[config.mk]
export PLATFORM = sky130hd
export DESIGN_NAME = string_hash_linear_probe_insert_top_flat
export DESIGN_NICKNAME = d
export VERILOG_FILES = /design/src/rtl/shlp_pkg.sv /design/src/rtl/shlp_if.sv /design/src/rtl/shlp_ram.sv /design/src/rtl/string_hash_linear_probe_insert_top.sv /design/src/flat_wrapper.sv
export SDC_FILE = /design/constraint.sdc
export NUM_CORES = 1
export LEC_CHECK = 0
export BUFFER_PORTS_ARGS = -buffer_cell sky130_fd_sc_hd__buf_2
export CORE_AREA = 3 3 200 202
export CTS_CLUSTER_DIAMETER = 100
export DETAILED_ROUTE_END_ITERATION = 10
export DIE_AREA = 0 0 203 205
export GPL_TIMING_DRIVEN = 0
export PLACE_DENSITY_LB_ADDON = 0.12
export SETUP_SLACK_MARGIN = 0.5
export SYNTH_ARGS = -nofsm -noshare
export SYNTH_HDL_FRONTEND = slang
export SYNTH_SLANG_ARGS = --single-unit
[constraint.sdc]
create_clock -name clock -period 14.6 [get_ports clock]
set_input_delay 3.65 -clock clock [delete_from_list [all_inputs] [get_ports clock]]
set_output_delay 3.65 -clock clock [all_outputs]
set_load 0.01 [all_outputs]
[src/rtl/shlp_pkg.sv]
package shlp_pkg;

   localparam int unsigned HashW      = 64;
   localparam int unsigned CharW      = 8;
   localparam int unsigned CapW       = 5;
   localparam int unsigned SlotW      = 4;
   localparam int unsigned ModBits    = 4;
   localparam int unsigned ModSteps   = HashW / ModBits;
   localparam int unsigned ModCntW    = $clog2(ModSteps);
   localparam logic [CapW-1:0] CapReset = 5'd16;
   localparam logic [CharW-1:0] CaseOffset = 8'd32;
   localparam logic [CharW-1:0] UpperFirst = 8'd65;
   localparam logic [CharW-1:0] UpperLast  = 8'd90;

   typedef enum logic [4:0] {
      ST_CLEAR = 5'b00001,
      ST_IDLE  = 5'b00010,
      ST_MOD   = 5'b00100,
      ST_READ  = 5'b01000,
      ST_CHECK = 5'b10000
   } state_type;

   function automatic logic [CharW-1:0] fold_case(input logic [CharW-1:0] c);
      logic [CharW-1:0] r;
      r = c;
      if (c >= UpperFirst && c <= UpperLast) begin
         r = c + CaseOffset;
      end
      return r;
   endfunction

endpackage

[src/rtl/shlp_if.sv]
interface shlp_req_if;
   logic                          valid;
   logic                          ready;
   logic [shlp_pkg::CharW-1:0]    key_char;
   logic                          key_last;

   modport source (output valid, output key_char, output key_last, input ready);
   modport sink   (input valid, input key_char, input key_last, output ready);
endinterface

interface shlp_rsp_if;
   logic                          valid;
   logic                          ready;
   logic [shlp_pkg::SlotW-1:0]    slot_index;
   logic                          table_full;
   logic [shlp_pkg::CapW-1:0]     entry_total;

   modport source (output valid, output slot_index, output table_full,
                   output entry_total, input ready);
   modport sink   (input valid, input slot_index, input table_full,
                   input entry_total, output ready);
endinterface

[src/rtl/shlp_ram.sv]
module shlp_ram #(
   parameter int unsigned WIDTH = 1,
   parameter int unsigned DEPTH = 16
) (
   input  logic                     clock,
   input  logic                     wr_en,
   input  logic [$clog2(DEPTH)-1:0] wr_addr,
   input  logic [WIDTH-1:0]         wr_data,
   input  logic                     rd_en,
   input  logic [$clog2(DEPTH)-1:0] rd_addr,
   output logic [WIDTH-1:0]         rd_data
);

   logic [WIDTH-1:0] mem_ff [DEPTH];
   logic [WIDTH-1:0] rd_data_ff;

   always_ff @(posedge clock) begin
      if (wr_en) begin
         mem_ff[wr_addr] <= wr_data;
      end
      if (rd_en) begin
         rd_data_ff <= mem_ff[rd_addr];
      end
   end

   assign rd_data = rd_data_ff;

endmodule

[src/rtl/string_hash_linear_probe_insert_top.sv]
// Flow: a non-final character is folded into the hash while idle; the final one goes
// through hash reduction (4 dividend bits per cycle), then READ and CHECK per slot probed.
// Throughput: one character per cycle while a key streams in; one key at a time.
// Reset: synchronous; clears control state, then sweeps the slot-used RAM one entry
// per cycle before the first transaction is accepted.
module string_hash_linear_probe_insert_top #(
   parameter int unsigned TABLE_SLOTS = 16
) (
   input  logic                        clock,
   input  logic                        reset,
   shlp_req_if.sink                    req_ch,
   shlp_rsp_if.source                  rsp_ch,
   input  logic                        csr_wr_en,
   input  logic [shlp_pkg::CapW-1:0]   csr_wr_data
);

   localparam int unsigned AddrW  = $clog2(TABLE_SLOTS);
   localparam int unsigned CapMax = (TABLE_SLOTS < 31) ? TABLE_SLOTS : 31;
   localparam logic [shlp_pkg::CapW-1:0] CapLimit = shlp_pkg::CapW'(CapMax);
   localparam logic [AddrW-1:0] LastAddr = AddrW'(TABLE_SLOTS - 1);

   shlp_pkg::state_type state_ff, state_in;

   logic [shlp_pkg::CapW-1:0]    csr_cap_ff, csr_cap_in;
   logic [shlp_pkg::HashW-1:0]   hash_ff, hash_in;
   logic [shlp_pkg::CapW-1:0]    cap_ff, cap_in;
   logic [shlp_pkg::CapW-1:0]    rem_ff, rem_in;
   logic [shlp_pkg::ModCntW-1:0] mod_cnt_ff, mod_cnt_in;
   logic [shlp_pkg::CapW-1:0]    pos_ff, pos_in;
   logic [shlp_pkg::CapW-1:0]    probe_cnt_ff, probe_cnt_in;
   logic [shlp_pkg::CapW-1:0]    count_ff, count_in;
   logic [AddrW-1:0]             clr_addr_ff, clr_addr_in;

   logic                         rsp_valid_ff, rsp_valid_in;
   logic [shlp_pkg::SlotW-1:0]   rsp_slot_ff, rsp_slot_in;
   logic                         rsp_full_ff, rsp_full_in;
   logic [shlp_pkg::CapW-1:0]    rsp_total_ff, rsp_total_in;

   logic                         mem_wr_en;
   logic [AddrW-1:0]             mem_wr_addr;
   logic                         mem_rd_en;
   logic                         mem_rd_data;

   logic [shlp_pkg::CapW-1:0]    cap_eff;
   logic [shlp_pkg::CharW-1:0]   char_folded;
   logic [shlp_pkg::HashW-1:0]   hash_step;
   logic [shlp_pkg::CapW-1:0]    rem_step;
   logic [shlp_pkg::CapW-1:0]    pos_inc;
   logic [shlp_pkg::CapW-1:0]    pos_wrap;
   logic                         out_free;
   logic                         req_take;

   shlp_ram #(
      .WIDTH (1),
      .DEPTH (TABLE_SLOTS)
   ) u_used_ram (
      .clock   (clock),
      .wr_en   (mem_wr_en),
      .wr_addr (mem_wr_addr),
      .wr_data (state_ff != shlp_pkg::ST_CLEAR),
      .rd_en   (mem_rd_en),
      .rd_addr (AddrW'(pos_ff)),
      .rd_data (mem_rd_data)
   );

   always_comb begin
      if (csr_cap_ff == '0) begin
         cap_eff = shlp_pkg::CapW'(1);
      end else if (csr_cap_ff > CapLimit) begin
         cap_eff = CapLimit;
      end else begin
         cap_eff = csr_cap_ff;
      end
   end

   assign char_folded = shlp_pkg::fold_case(req_ch.key_char);
   // h*33 + c
   assign hash_step = (hash_ff << 5) + hash_ff + shlp_pkg::HashW'(char_folded);

   // remainder by the captured capacity, ModBits dividend bits per cycle
   always_comb begin
      logic [shlp_pkg::CapW:0]   tmp;
      logic [shlp_pkg::CapW-1:0] r;
      r = rem_ff;
      for (int i = 0; i < shlp_pkg::ModBits; i++) begin
         tmp = {r, hash_ff[shlp_pkg::HashW-1-i]};
         if (tmp >= {1'b0, cap_ff}) begin
            tmp = tmp - {1'b0, cap_ff};
         end
         r = tmp[shlp_pkg::CapW-1:0];
      end
      rem_step = r;
   end

   assign pos_inc  = pos_ff + shlp_pkg::CapW'(1);
   assign pos_wrap = (pos_inc == cap_ff) ? '0 : pos_inc;
   assign out_free = !rsp_valid_ff || rsp_ch.ready;
   assign req_take = req_ch.valid && (state_ff == shlp_pkg::ST_IDLE);

   always_comb begin
      state_in     = state_ff;
      csr_cap_in   = csr_wr_en ? csr_wr_data : csr_cap_ff;
      hash_in      = hash_ff;
      cap_in       = cap_ff;
      rem_in       = rem_ff;
      mod_cnt_in   = mod_cnt_ff;
      pos_in       = pos_ff;
      probe_cnt_in = probe_cnt_ff;
      count_in     = count_ff;
      clr_addr_in  = clr_addr_ff;
      rsp_valid_in = rsp_valid_ff && !rsp_ch.ready;
      rsp_slot_in  = rsp_slot_ff;
      rsp_full_in  = rsp_full_ff;
      rsp_total_in = rsp_total_ff;
      mem_wr_en    = 1'b0;
      mem_wr_addr  = AddrW'(pos_ff);
      mem_rd_en    = 1'b0;

      unique case (state_ff)
         shlp_pkg::ST_CLEAR: begin
            mem_wr_en   = 1'b1;
            mem_wr_addr = clr_addr_ff;
            clr_addr_in = clr_addr_ff + AddrW'(1);
            if (clr_addr_ff == LastAddr) begin
               state_in = shlp_pkg::ST_IDLE;
            end
         end
         shlp_pkg::ST_IDLE: begin
            if (req_take) begin
               hash_in = hash_step;
               if (req_ch.key_last) begin
                  cap_in     = cap_eff;
                  rem_in     = '0;
                  mod_cnt_in = '0;
                  state_in   = shlp_pkg::ST_MOD;
               end
            end
         end
         shlp_pkg::ST_MOD: begin
            // shifting out the dividend leaves the accumulator cleared
            hash_in    = hash_ff << shlp_pkg::ModBits;
            rem_in     = rem_step;
            mod_cnt_in = mod_cnt_ff + shlp_pkg::ModCntW'(1);
            if (mod_cnt_ff == shlp_pkg::ModCntW'(shlp_pkg::ModSteps - 1)) begin
               pos_in       = rem_step;
               probe_cnt_in = '0;
               state_in     = shlp_pkg::ST_READ;
            end
         end
         shlp_pkg::ST_READ: begin
            mem_rd_en = 1'b1;
            state_in  = shlp_pkg::ST_CHECK;
         end
         shlp_pkg::ST_CHECK: begin
            if (!mem_rd_data) begin
               if (out_free) begin
                  mem_wr_en    = 1'b1;
                  count_in     = count_ff + shlp_pkg::CapW'(1);
                  rsp_valid_in = 1'b1;
                  rsp_slot_in  = pos_ff[shlp_pkg::SlotW-1:0];
                  rsp_full_in  = 1'b0;
                  rsp_total_in = count_ff + shlp_pkg::CapW'(1);
                  state_in     = shlp_pkg::ST_IDLE;
               end
            end else if (probe_cnt_ff + shlp_pkg::CapW'(1) == cap_ff) begin
               if (out_free) begin
                  rsp_valid_in = 1'b1;
                  rsp_slot_in  = '0;
                  rsp_full_in  = 1'b1;
                  rsp_total_in = count_ff;
                  state_in     = shlp_pkg::ST_IDLE;
               end
            end else begin
               pos_in       = pos_wrap;
               probe_cnt_in = probe_cnt_ff + shlp_pkg::CapW'(1);
               state_in     = shlp_pkg::ST_READ;
            end
         end
         default: begin
            state_in = shlp_pkg::ST_CLEAR;
         end
      endcase
   end

   always_ff @(posedge clock) begin
      if (reset) begin
         state_ff     <= shlp_pkg::ST_CLEAR;
         csr_cap_ff   <= shlp_pkg::CapReset;
         hash_ff      <= '0;
         count_ff     <= '0;
         clr_addr_ff  <= '0;
         rsp_valid_ff <= 1'b0;
      end else begin
         state_ff     <= state_in;
         csr_cap_ff   <= csr_cap_in;
         hash_ff      <= hash_in;
         count_ff     <= count_in;
         clr_addr_ff  <= clr_addr_in;
         rsp_valid_ff <= rsp_valid_in;
      end
   end

   always_ff @(posedge clock) begin
      cap_ff       <= cap_in;
      rem_ff       <= rem_in;
      mod_cnt_ff   <= mod_cnt_in;
      pos_ff       <= pos_in;
      probe_cnt_ff <= probe_cnt_in;
      rsp_slot_ff  <= rsp_slot_in;
      rsp_full_ff  <= rsp_full_in;
      rsp_total_ff <= rsp_total_in;
   end

   assign req_ch.ready       = (state_ff == shlp_pkg::ST_IDLE);
   assign rsp_ch.valid       = rsp_valid_ff;
   assign rsp_ch.slot_index  = rsp_slot_ff;
   assign rsp_ch.table_full  = rsp_full_ff;
   assign rsp_ch.entry_total = rsp_total_ff;

endmodule
[src/flat_wrapper.sv]
// flat-port wrapper written by rule: the top's interface ports become plain ports
module string_hash_linear_probe_insert_top_flat 
#(
   parameter int unsigned TABLE_SLOTS = 16
)
  (clock, reset, csr_wr_en, csr_wr_data, req_ch_valid, req_ch_key_char, req_ch_key_last, req_ch_ready, rsp_ch_valid, rsp_ch_slot_index, rsp_ch_table_full, rsp_ch_entry_total, rsp_ch_ready);
  shlp_req_if req_ch_i ();
  shlp_rsp_if rsp_ch_i ();
  input  logic clock;
  input  logic reset;
  input  logic csr_wr_en;
  input  logic [shlp_pkg::CapW-1:0] csr_wr_data;
  input wire logic [$bits(req_ch_i.valid)-1:0] req_ch_valid;
  input wire logic [$bits(req_ch_i.key_char)-1:0] req_ch_key_char;
  input wire logic [$bits(req_ch_i.key_last)-1:0] req_ch_key_last;
  output wire logic [$bits(req_ch_i.ready)-1:0] req_ch_ready;
  output wire logic [$bits(rsp_ch_i.valid)-1:0] rsp_ch_valid;
  output wire logic [$bits(rsp_ch_i.slot_index)-1:0] rsp_ch_slot_index;
  output wire logic [$bits(rsp_ch_i.table_full)-1:0] rsp_ch_table_full;
  output wire logic [$bits(rsp_ch_i.entry_total)-1:0] rsp_ch_entry_total;
  input wire logic [$bits(rsp_ch_i.ready)-1:0] rsp_ch_ready;
  assign req_ch_i.valid = req_ch_valid;
  assign req_ch_i.key_char = req_ch_key_char;
  assign req_ch_i.key_last = req_ch_key_last;
  assign req_ch_ready = req_ch_i.ready;
  assign rsp_ch_valid = rsp_ch_i.valid;
  assign rsp_ch_slot_index = rsp_ch_i.slot_index;
  assign rsp_ch_table_full = rsp_ch_i.table_full;
  assign rsp_ch_entry_total = rsp_ch_i.entry_total;
  assign rsp_ch_i.ready = rsp_ch_ready;
  string_hash_linear_probe_insert_top #(.TABLE_SLOTS(TABLE_SLOTS)) u_core (.clock(clock), .reset(reset), .req_ch(req_ch_i), .rsp_ch(rsp_ch_i), .csr_wr_en(csr_wr_en), .csr_wr_data(csr_wr_data));
endmodule
Yosys cells after proc, flatten, opt, wreduce, memory -nomap -nowiden
Memories as Yosys holds them, arrays and structs flattened. A register that Yosys moved wholly into a read port is not among the register bits.
Cells that the tools add are included.
{ "op_classes": {"n_mux": 54, "n_addsub": 12, "n_bitwise": 1, "n_lt_le_gt_ge": 7, "reduce_logical": 18, "eq_ne": 18} }
{ "ops": {"columns": ["op", "n"], "rows": [
  ["one-hot mux 64 bit (2 select lines)", 1],
  ["2-to-1 mux 5 bit", 25],
  ["adder 64 bit", 1],
  ["adder 64 x 8 -> 64 bit", 1],
  ["2-to-1 mux 64 bit", 1],
  ["one-hot mux 5 bit (2 select lines)", 3],
  ["2-to-1 mux 4 bit", 7],
  ["one-hot mux 5 bit (5 select lines)", 1],
  ["greater-or-equal comparator 6 x 5 -> 1 bit", 4],
  ["subtractor 5 bit", 4],
  ["adder 5 x 1 -> 5 bit (second input constant)", 3],
  ["2-to-1 mux 1 bit", 13],
  ["AND reduction 4 bit", 3],
  ["== test 5 bit", 2],
  ["inequality test 2 x 1 -> 1 bit (second input constant)", 5],
  ["AND reduction 3 bit", 3],
  ["adder 4 x 1 -> 4 bit (second input constant)", 2],
  ["adder 8 x 6 -> 8 bit (second input constant)", 1],
  ["== test 4 bit (second input constant)", 2],
  ["greater-or-equal comparator 8 x 7 -> 1 bit (second input constant)", 1],
  ["less-or-equal comparator 8 x 7 -> 1 bit (second input constant)", 1],
  ["2-to-1 mux 8 bit", 1],
  ["one-hot mux 4 bit (2 select lines)", 1],
  ["inequality test 2 bit (second input constant)", 3],
  ["other kinds (16)", 21]
]} }
{ "word_totals": {"inputBits": 19, "output_inout_bits": 12, "ff_bits": 118, "ram_bits": 16, "memories": 1} }
{ "mem_list": {"columns": ["name", "words", "word_bits", "read_ports", "rd_ports_with_merged_regs", "wr", "line_no", "source"], "rows": [
  ["u_core.u_used_ram.mem_ff", 16, 1, 1, 1, 1, "shlp_ram.sv:14", "logic [WIDTH-1:0] mem_ff [DEPTH];"]
]} }

Logic depth before layout (Yosys ltp)
{ "depth": {"ltp_word": 10, "mapped_depth": 33, "depth_no_buf": 33} }

Cells and area by module
A second synthesis with hierarchy kept.
{ "hier_totals": {"cells_unflattened": 1328, "area_unflattened_um2": 11333.4} }
{ "modules_own_cells": {"columns": ["module", "cells_each", "n_inst", "seq_area_each_um2", "area_per_inst_um2"], "rows": [
  ["string_hash_linear_probe_insert_top", 1281, 1, 2702.6, 10577.6],
  ["shlp_ram", 47, 1, 510.5, 755.7]
]} }

Worst setup path after synthesis
Ideal clock, no wire load.
{ "synth_path": {"path_type": "input to register", "start": "input port req_ch_key_char[3]", "end": "register u_core.hash_ff[58] in the netlist's numbering", "path_stages": 16, "t_required_ns": 14.486, "setup_slack_ns": 7.340, "path_buffers": 0, "setup_time_ns": 0.114, "arrival_ns": 7.146, "path_cell_list": "or4_1 -> o22ai_1 -> nor4b_1 -> a21oi_1 -> fa_1 -> inv_1 -> ha_1 -> a21oi_1 -> nand2_1 -> o21ai_1 -> o211ai_1 -> a32o_1 -> a211o_1 -> a21oi_1 -> xor2_1 -> a2111oi_0"} }
{ "synth_between": {"elab_chain_cells": 6, "word_cells_on_any_way": 8, "classes_between": "add/sub (2); order compare (2); mux (3); reduce/logical (1)"} }
{ "synth_lines": {"columns": ["item", "line_no", "source"], "rows": [
  ["start, declared", "flat_wrapper.sv:14", "input wire logic [$bits(req_ch_i.key_char)-1:0] req_ch_key_char;"],
  ["greater-or-equal comparator 8 x 7 -> 1 bit / less-or-equal comparator 8 x 7 -> 1 bit (equally long branches)", "shlp_pkg.sv:26", "if (c >= UpperFirst && c <= UpperLast) begin"],
  ["logical AND 1 bit", "shlp_pkg.sv:26", null],
  ["2-to-1 mux 8 bit *", "shlp_pkg.sv:26", null],
  ["adder 64 x 8 -> 64 bit *", "string_hash_linear_probe_insert_top.sv:78", "assign hash_step = (hash_ff << 5) + hash_ff + shlp_pkg::HashW'(char_folded);"],
  ["2-to-1 mux 64 bit *", "string_hash_linear_probe_insert_top.sv:129", "if (req_take) begin"],
  ["one-hot mux 64 bit (2 select lines) *", "string_hash_linear_probe_insert_top.sv:119", "unique case (state_ff)"],
  ["end signal, assigned", "string_hash_linear_probe_insert_top.sv:196", "hash_ff <= hash_in;"],
  ["end, declared", "string_hash_linear_probe_insert_top.sv:25", "logic [shlp_pkg::HashW-1:0] hash_ff, hash_in;"]
]} }
Every way passes the cells marked *; elsewhere a longest branch is shown, timed or not. The select of a mux whose other input is x is not followed.
A chain may end at the register's enable or synchronous reset.

Worst setup path after layout
Same ends and word-level chain as after synthesis.

==> run metrics <==
delay of the slowest critical-path stage 0.52 ns; amount of wire on met3 after detailed routing 1320 um; Gates resized, CTS repair 0; Detail Route Antenna Nets 0; pin count of the biggest net entering global routing 26; placement-stage cell area 12300 um2; Worst Path Class, Setup in -> reg; hold buffers post-CTS 0; post-synthesis area per instance 8.43 um2; overall via count from detail_route just over 10k; cell occurring most often along the worst timing path sky130_fd_sc_hd__a21oi_1; Max Root-Sink Buffers 2; Post-Route Setup TNS 0 ns; share of async-settable or async-resettable flops after synthesis 0%; top cell type by total area after synthesis sky130_fd_sc_hd__ha_1; capture point of the worst reg-to-reg path u_core.pos_ff[3]$_DFFE_PP_; number of instances in the synthesized netlist 1367; Wirelength per Cell between 15 and 20 um; highest clock frequency the design can meet 0.125 GHz; fraction of layout cells with a size suffix above 1 between 6 and 7%; register with the highest flop count u_core.hash_ff; final count of negative-setup-slack endpoints 0; I/O pins 31; WL met1 18100 um; top-area cell type share of the netlist area 16.3%; post-synthesis cell type count 76; Max VDD drop 0.0000733 V; Post-Synth XOR/XNOR Area 6.84%; cell at the slowest stage of the critical path sky130_fd_sc_hd__or4_1; total gr overflow 0; setup slack of the most critical reg-to-reg path between 7 and 8 ns; Final Instance Area between 10000 and 15000 um2; vertical die dimension about 210 um; clock latency on the worst-skew pair 0.43 ns; Netlist Area Pre-Place 11500 um2; worst endpoint data arrival time 8.31 ns; number of design rule violations left after detail routing 0; antenna diode count 0; initial core utilization 29.9%; final number of hold-violating endpoints 0; cell breakdown of the critical path buf_2 -> or4_1 -> o22ai_1 -> nor4b_1 -> a21oi_1 -> fa_1 -> inv_1 -> ha_1 -> a21oi_1 -> nand2_1 -> o21ai_1 -> o211ai_1 -> a32o_1 -> a211o_1 -> a21oi_1 -> xor2_1 -> a2111oi_0; Core ar. around 38000 um2; largest registers u_core.hash_ff: 64 flops, u_core.u_used_ram.mem_ff: 16 flops; combinational family with the most area after synthesis compound AO/OA/AOI/OAI gates; die outline width 203 um; Synth Area in Compound Gates 23.4%; clock tree from TritonCTS built; post-route clock period utilization 54.8%; sequential element share of the synthesized area 27.9%; detailed placer's ending HPWL 28800 um; number of warnings issued by yosys 0; root buffer selected by CTS sky130_fd_sc_hd__clkbuf_16; amount of wire on met2 after detailed routing 17100 um; mux contribution to synthesized area 2.94%; R2R depth 30; reported leakage power around 5.5 nW; H-tree depth 4; setup fix buffers added after clock tree synthesis 0; HP Class reg -> reg; number of CTS-inserted buffers 17; data required time at the worst endpoint between 10 and 15 ns; global router's overall resource usage 17.7%; outcome finished clean; layout overhead on the synthesized area 12.1%; largest cells by area after synthesis sky130_fd_sc_hd__ha_1 (16%), sky130_fd_sc_hd__dfxtp_1 (15%), sky130_fd_sc_hd__edfxtp_1 (13%); Cells on Worst Hold Path 0; RR Startpoint u_core.cap_ff[1]$_SDFFCE_PP0P_; Post-synth EDFFs 51; worst clock skew 0.0118 ns; max-slew violation count 0; type of element capturing the critical path flip-flop; final period demand of the worst path 8.01 ns; top_reg_cell synth sky130_fd_sc_hd__dfxtp_1; uppermost routed layer met4; Total Nets Final 1592; fraction of the mapped netlist area in adder cells 17.7%; Worst-path clk slew 0.06 ns; simple-gate area share of the yosys netlist 16.9%; number of storage elements in the synthesis netlist 135; Max transition margin 25.5%; number of max-cap violations 0; power density over the cells 69.3 nW/um2; number of DRC markers after the initial detailed-route iteration 609; antenna violations before repair 0; element type at the critical path start input pin; max reg flops 64; Final Routed Wirelength 37100 um; crit-path max FO 6; site row count 72; launch instance of the worst min-delay path u_core.u_used_ram.rd_data$_DFFE_PN_; end of the worst hold path u_core.rsp_ch.table_full$_DFFE_PP_; RSZ-0062 raised after global routing no; IO buf count 29; gpl congestion ~0.87; DRT Pass-1 Iters 6; nets in the synthesized netlist 1544; full die area between 40000 and 50000 um2; via/cell ratio 5.25; number of sinks driven by the clock tree 135; first-pass GRT wire length 57500 um; transition time of the tightest slew-check pin 1.11 ns; via count of the first global-routing pass 9873
[cells by family (layout without fill, tap and decap cells)]
logic type | Yosys count | in the layout
AOI/OAI and AO/OA | 411 | 411
xor gates and xnor gates | 90 | 90
adders and majority gates | 158 | 158
buffers and inverters | 130 | 191
DFF | 135 | 135
muxes | 26 | 26
and+or+nand+nor | 417 | 417
[layer usage]
layer | vias to the layer above | global-route usage (%)
met1 | 4832 | 24.3
met2 | 210 | 29.7
met3 | 39 | 2.21
met4 | 0 | 4.01
met5 | - | 0
li1 | 5140 | -
[worst max path at each step]
stage                     slack (ns)                              end  depth (start not counted)          startpoint
after floorplan                 7.34  u_core.hash_ff[58]$_SDFFE_PP0P_                         16  req_ch_key_char[3]
after global placement          6.13  u_core.hash_ff[58]$_SDFFE_PP0P_                         17  req_ch_key_char[3]
after detailed placement        6.17  u_core.hash_ff[58]$_SDFFE_PP0P_                         17  req_ch_key_char[3]
after CTS                       6.59  u_core.hash_ff[58]$_SDFFE_PP0P_                         17  req_ch_key_char[3]
after global routing            6.22  u_core.hash_ff[58]$_SDFFE_PP0P_                         17  req_ch_key_char[3]
final                           6.59  u_core.hash_ff[58]$_SDFFE_PP0P_                         17  req_ch_key_char[3]
[power by group]
part            total, W  switching, W  internal, W
clock           0.000435      0.000175     0.000259
sequential      0.000405    0.00000540     0.000400
combinational  0.0000551     0.0000355    0.0000196
total           0.000895      0.000216     0.000679
[cell usage in the layout (no fill, tap or decap), drive strengths merged, types with 7 or more instances in the layout]
cell / count
nor3: 31
buf: 45
xor2: 32
o21ai: 88
mux2: 7
nor2: 152
a21oi: 113
and2: 10
ha: 150
nand2: 99
a31oi: 21
xnor2: 58
nand4: 27
nand3: 34
nor2b: 9
fa: 8
and3: 17
a2111oi: 8
edfxtp: 51
nand2b: 10
o211ai: 22
o22ai: 11
inv: 61
o21a: 15
a21o: 35
o211a: 9
mux2i: 14
o31ai: 9
a211oi: 37
clkbuf: 78
dfxtp: 84
o21bai: 10
[Yosys cell counts, drive strengths merged (15+ instances only)]
| master | count |
|---|---|
| and3 | 17 |
| edfxtp | 51 |
| a21o | 35 |
| o21a | 15 |
| xnor2 | 58 |
| buf | 16 |
| a31oi | 21 |
| nand3 | 34 |
| a21oi | 113 |
| nand4 | 27 |
| o21ai | 88 |
| dfxtp | 84 |
| ha | 150 |
| a211oi | 37 |
| o211ai | 22 |
| nand2 | 99 |
| clkbuf | 54 |
| inv | 60 |
| xor2 | 32 |
| nor3 | 31 |
| nor2 | 152 |
[layout make-up]
type,instances,area (um2)
clock inverter,8,58.8
sequential,135,3210
fill,4078,25600
inverter,60,225
timing repair buffer,29,145
clock buffer,24,539
tap,518,648
multi-input combinational,1102,7810
buffer,70,275
[per-stage QoR]
stage / std cells / utilization, % / setup slack, ns / hold WS [ns] / power [W]
after detailed placement: 1914 / 32.0 / 6.17 / 0.437 / 0.000469
after global routing: 1946 / 33.6 / 6.22 / 0.482 / 0.000928
final: 1946 / 33.6 / 6.59 / 0.449 / 0.000895
after global placement: 1914 / 32.0 / 6.13 / 0.431 / 0.000468
after floorplan: 1367 / - / 7.34 / 0.424 / 0.000450
after CTS: 1946 / 33.6 / 6.59 / 0.452 / 0.000905
[critical path: cells and delay by family]
| kind | cells | cell delay, ns |
|---|---|---|
| fa+ha+maj | 2 | 0.71 |
| buf+inv | 2 | 0.18 |
| compound gates | 9 | 2.95 |
| simple gates | 3 | 0.68 |
| xor+xnor | 1 | 0.13 |
Note: power is estimated with default switching activity, not from simulation.
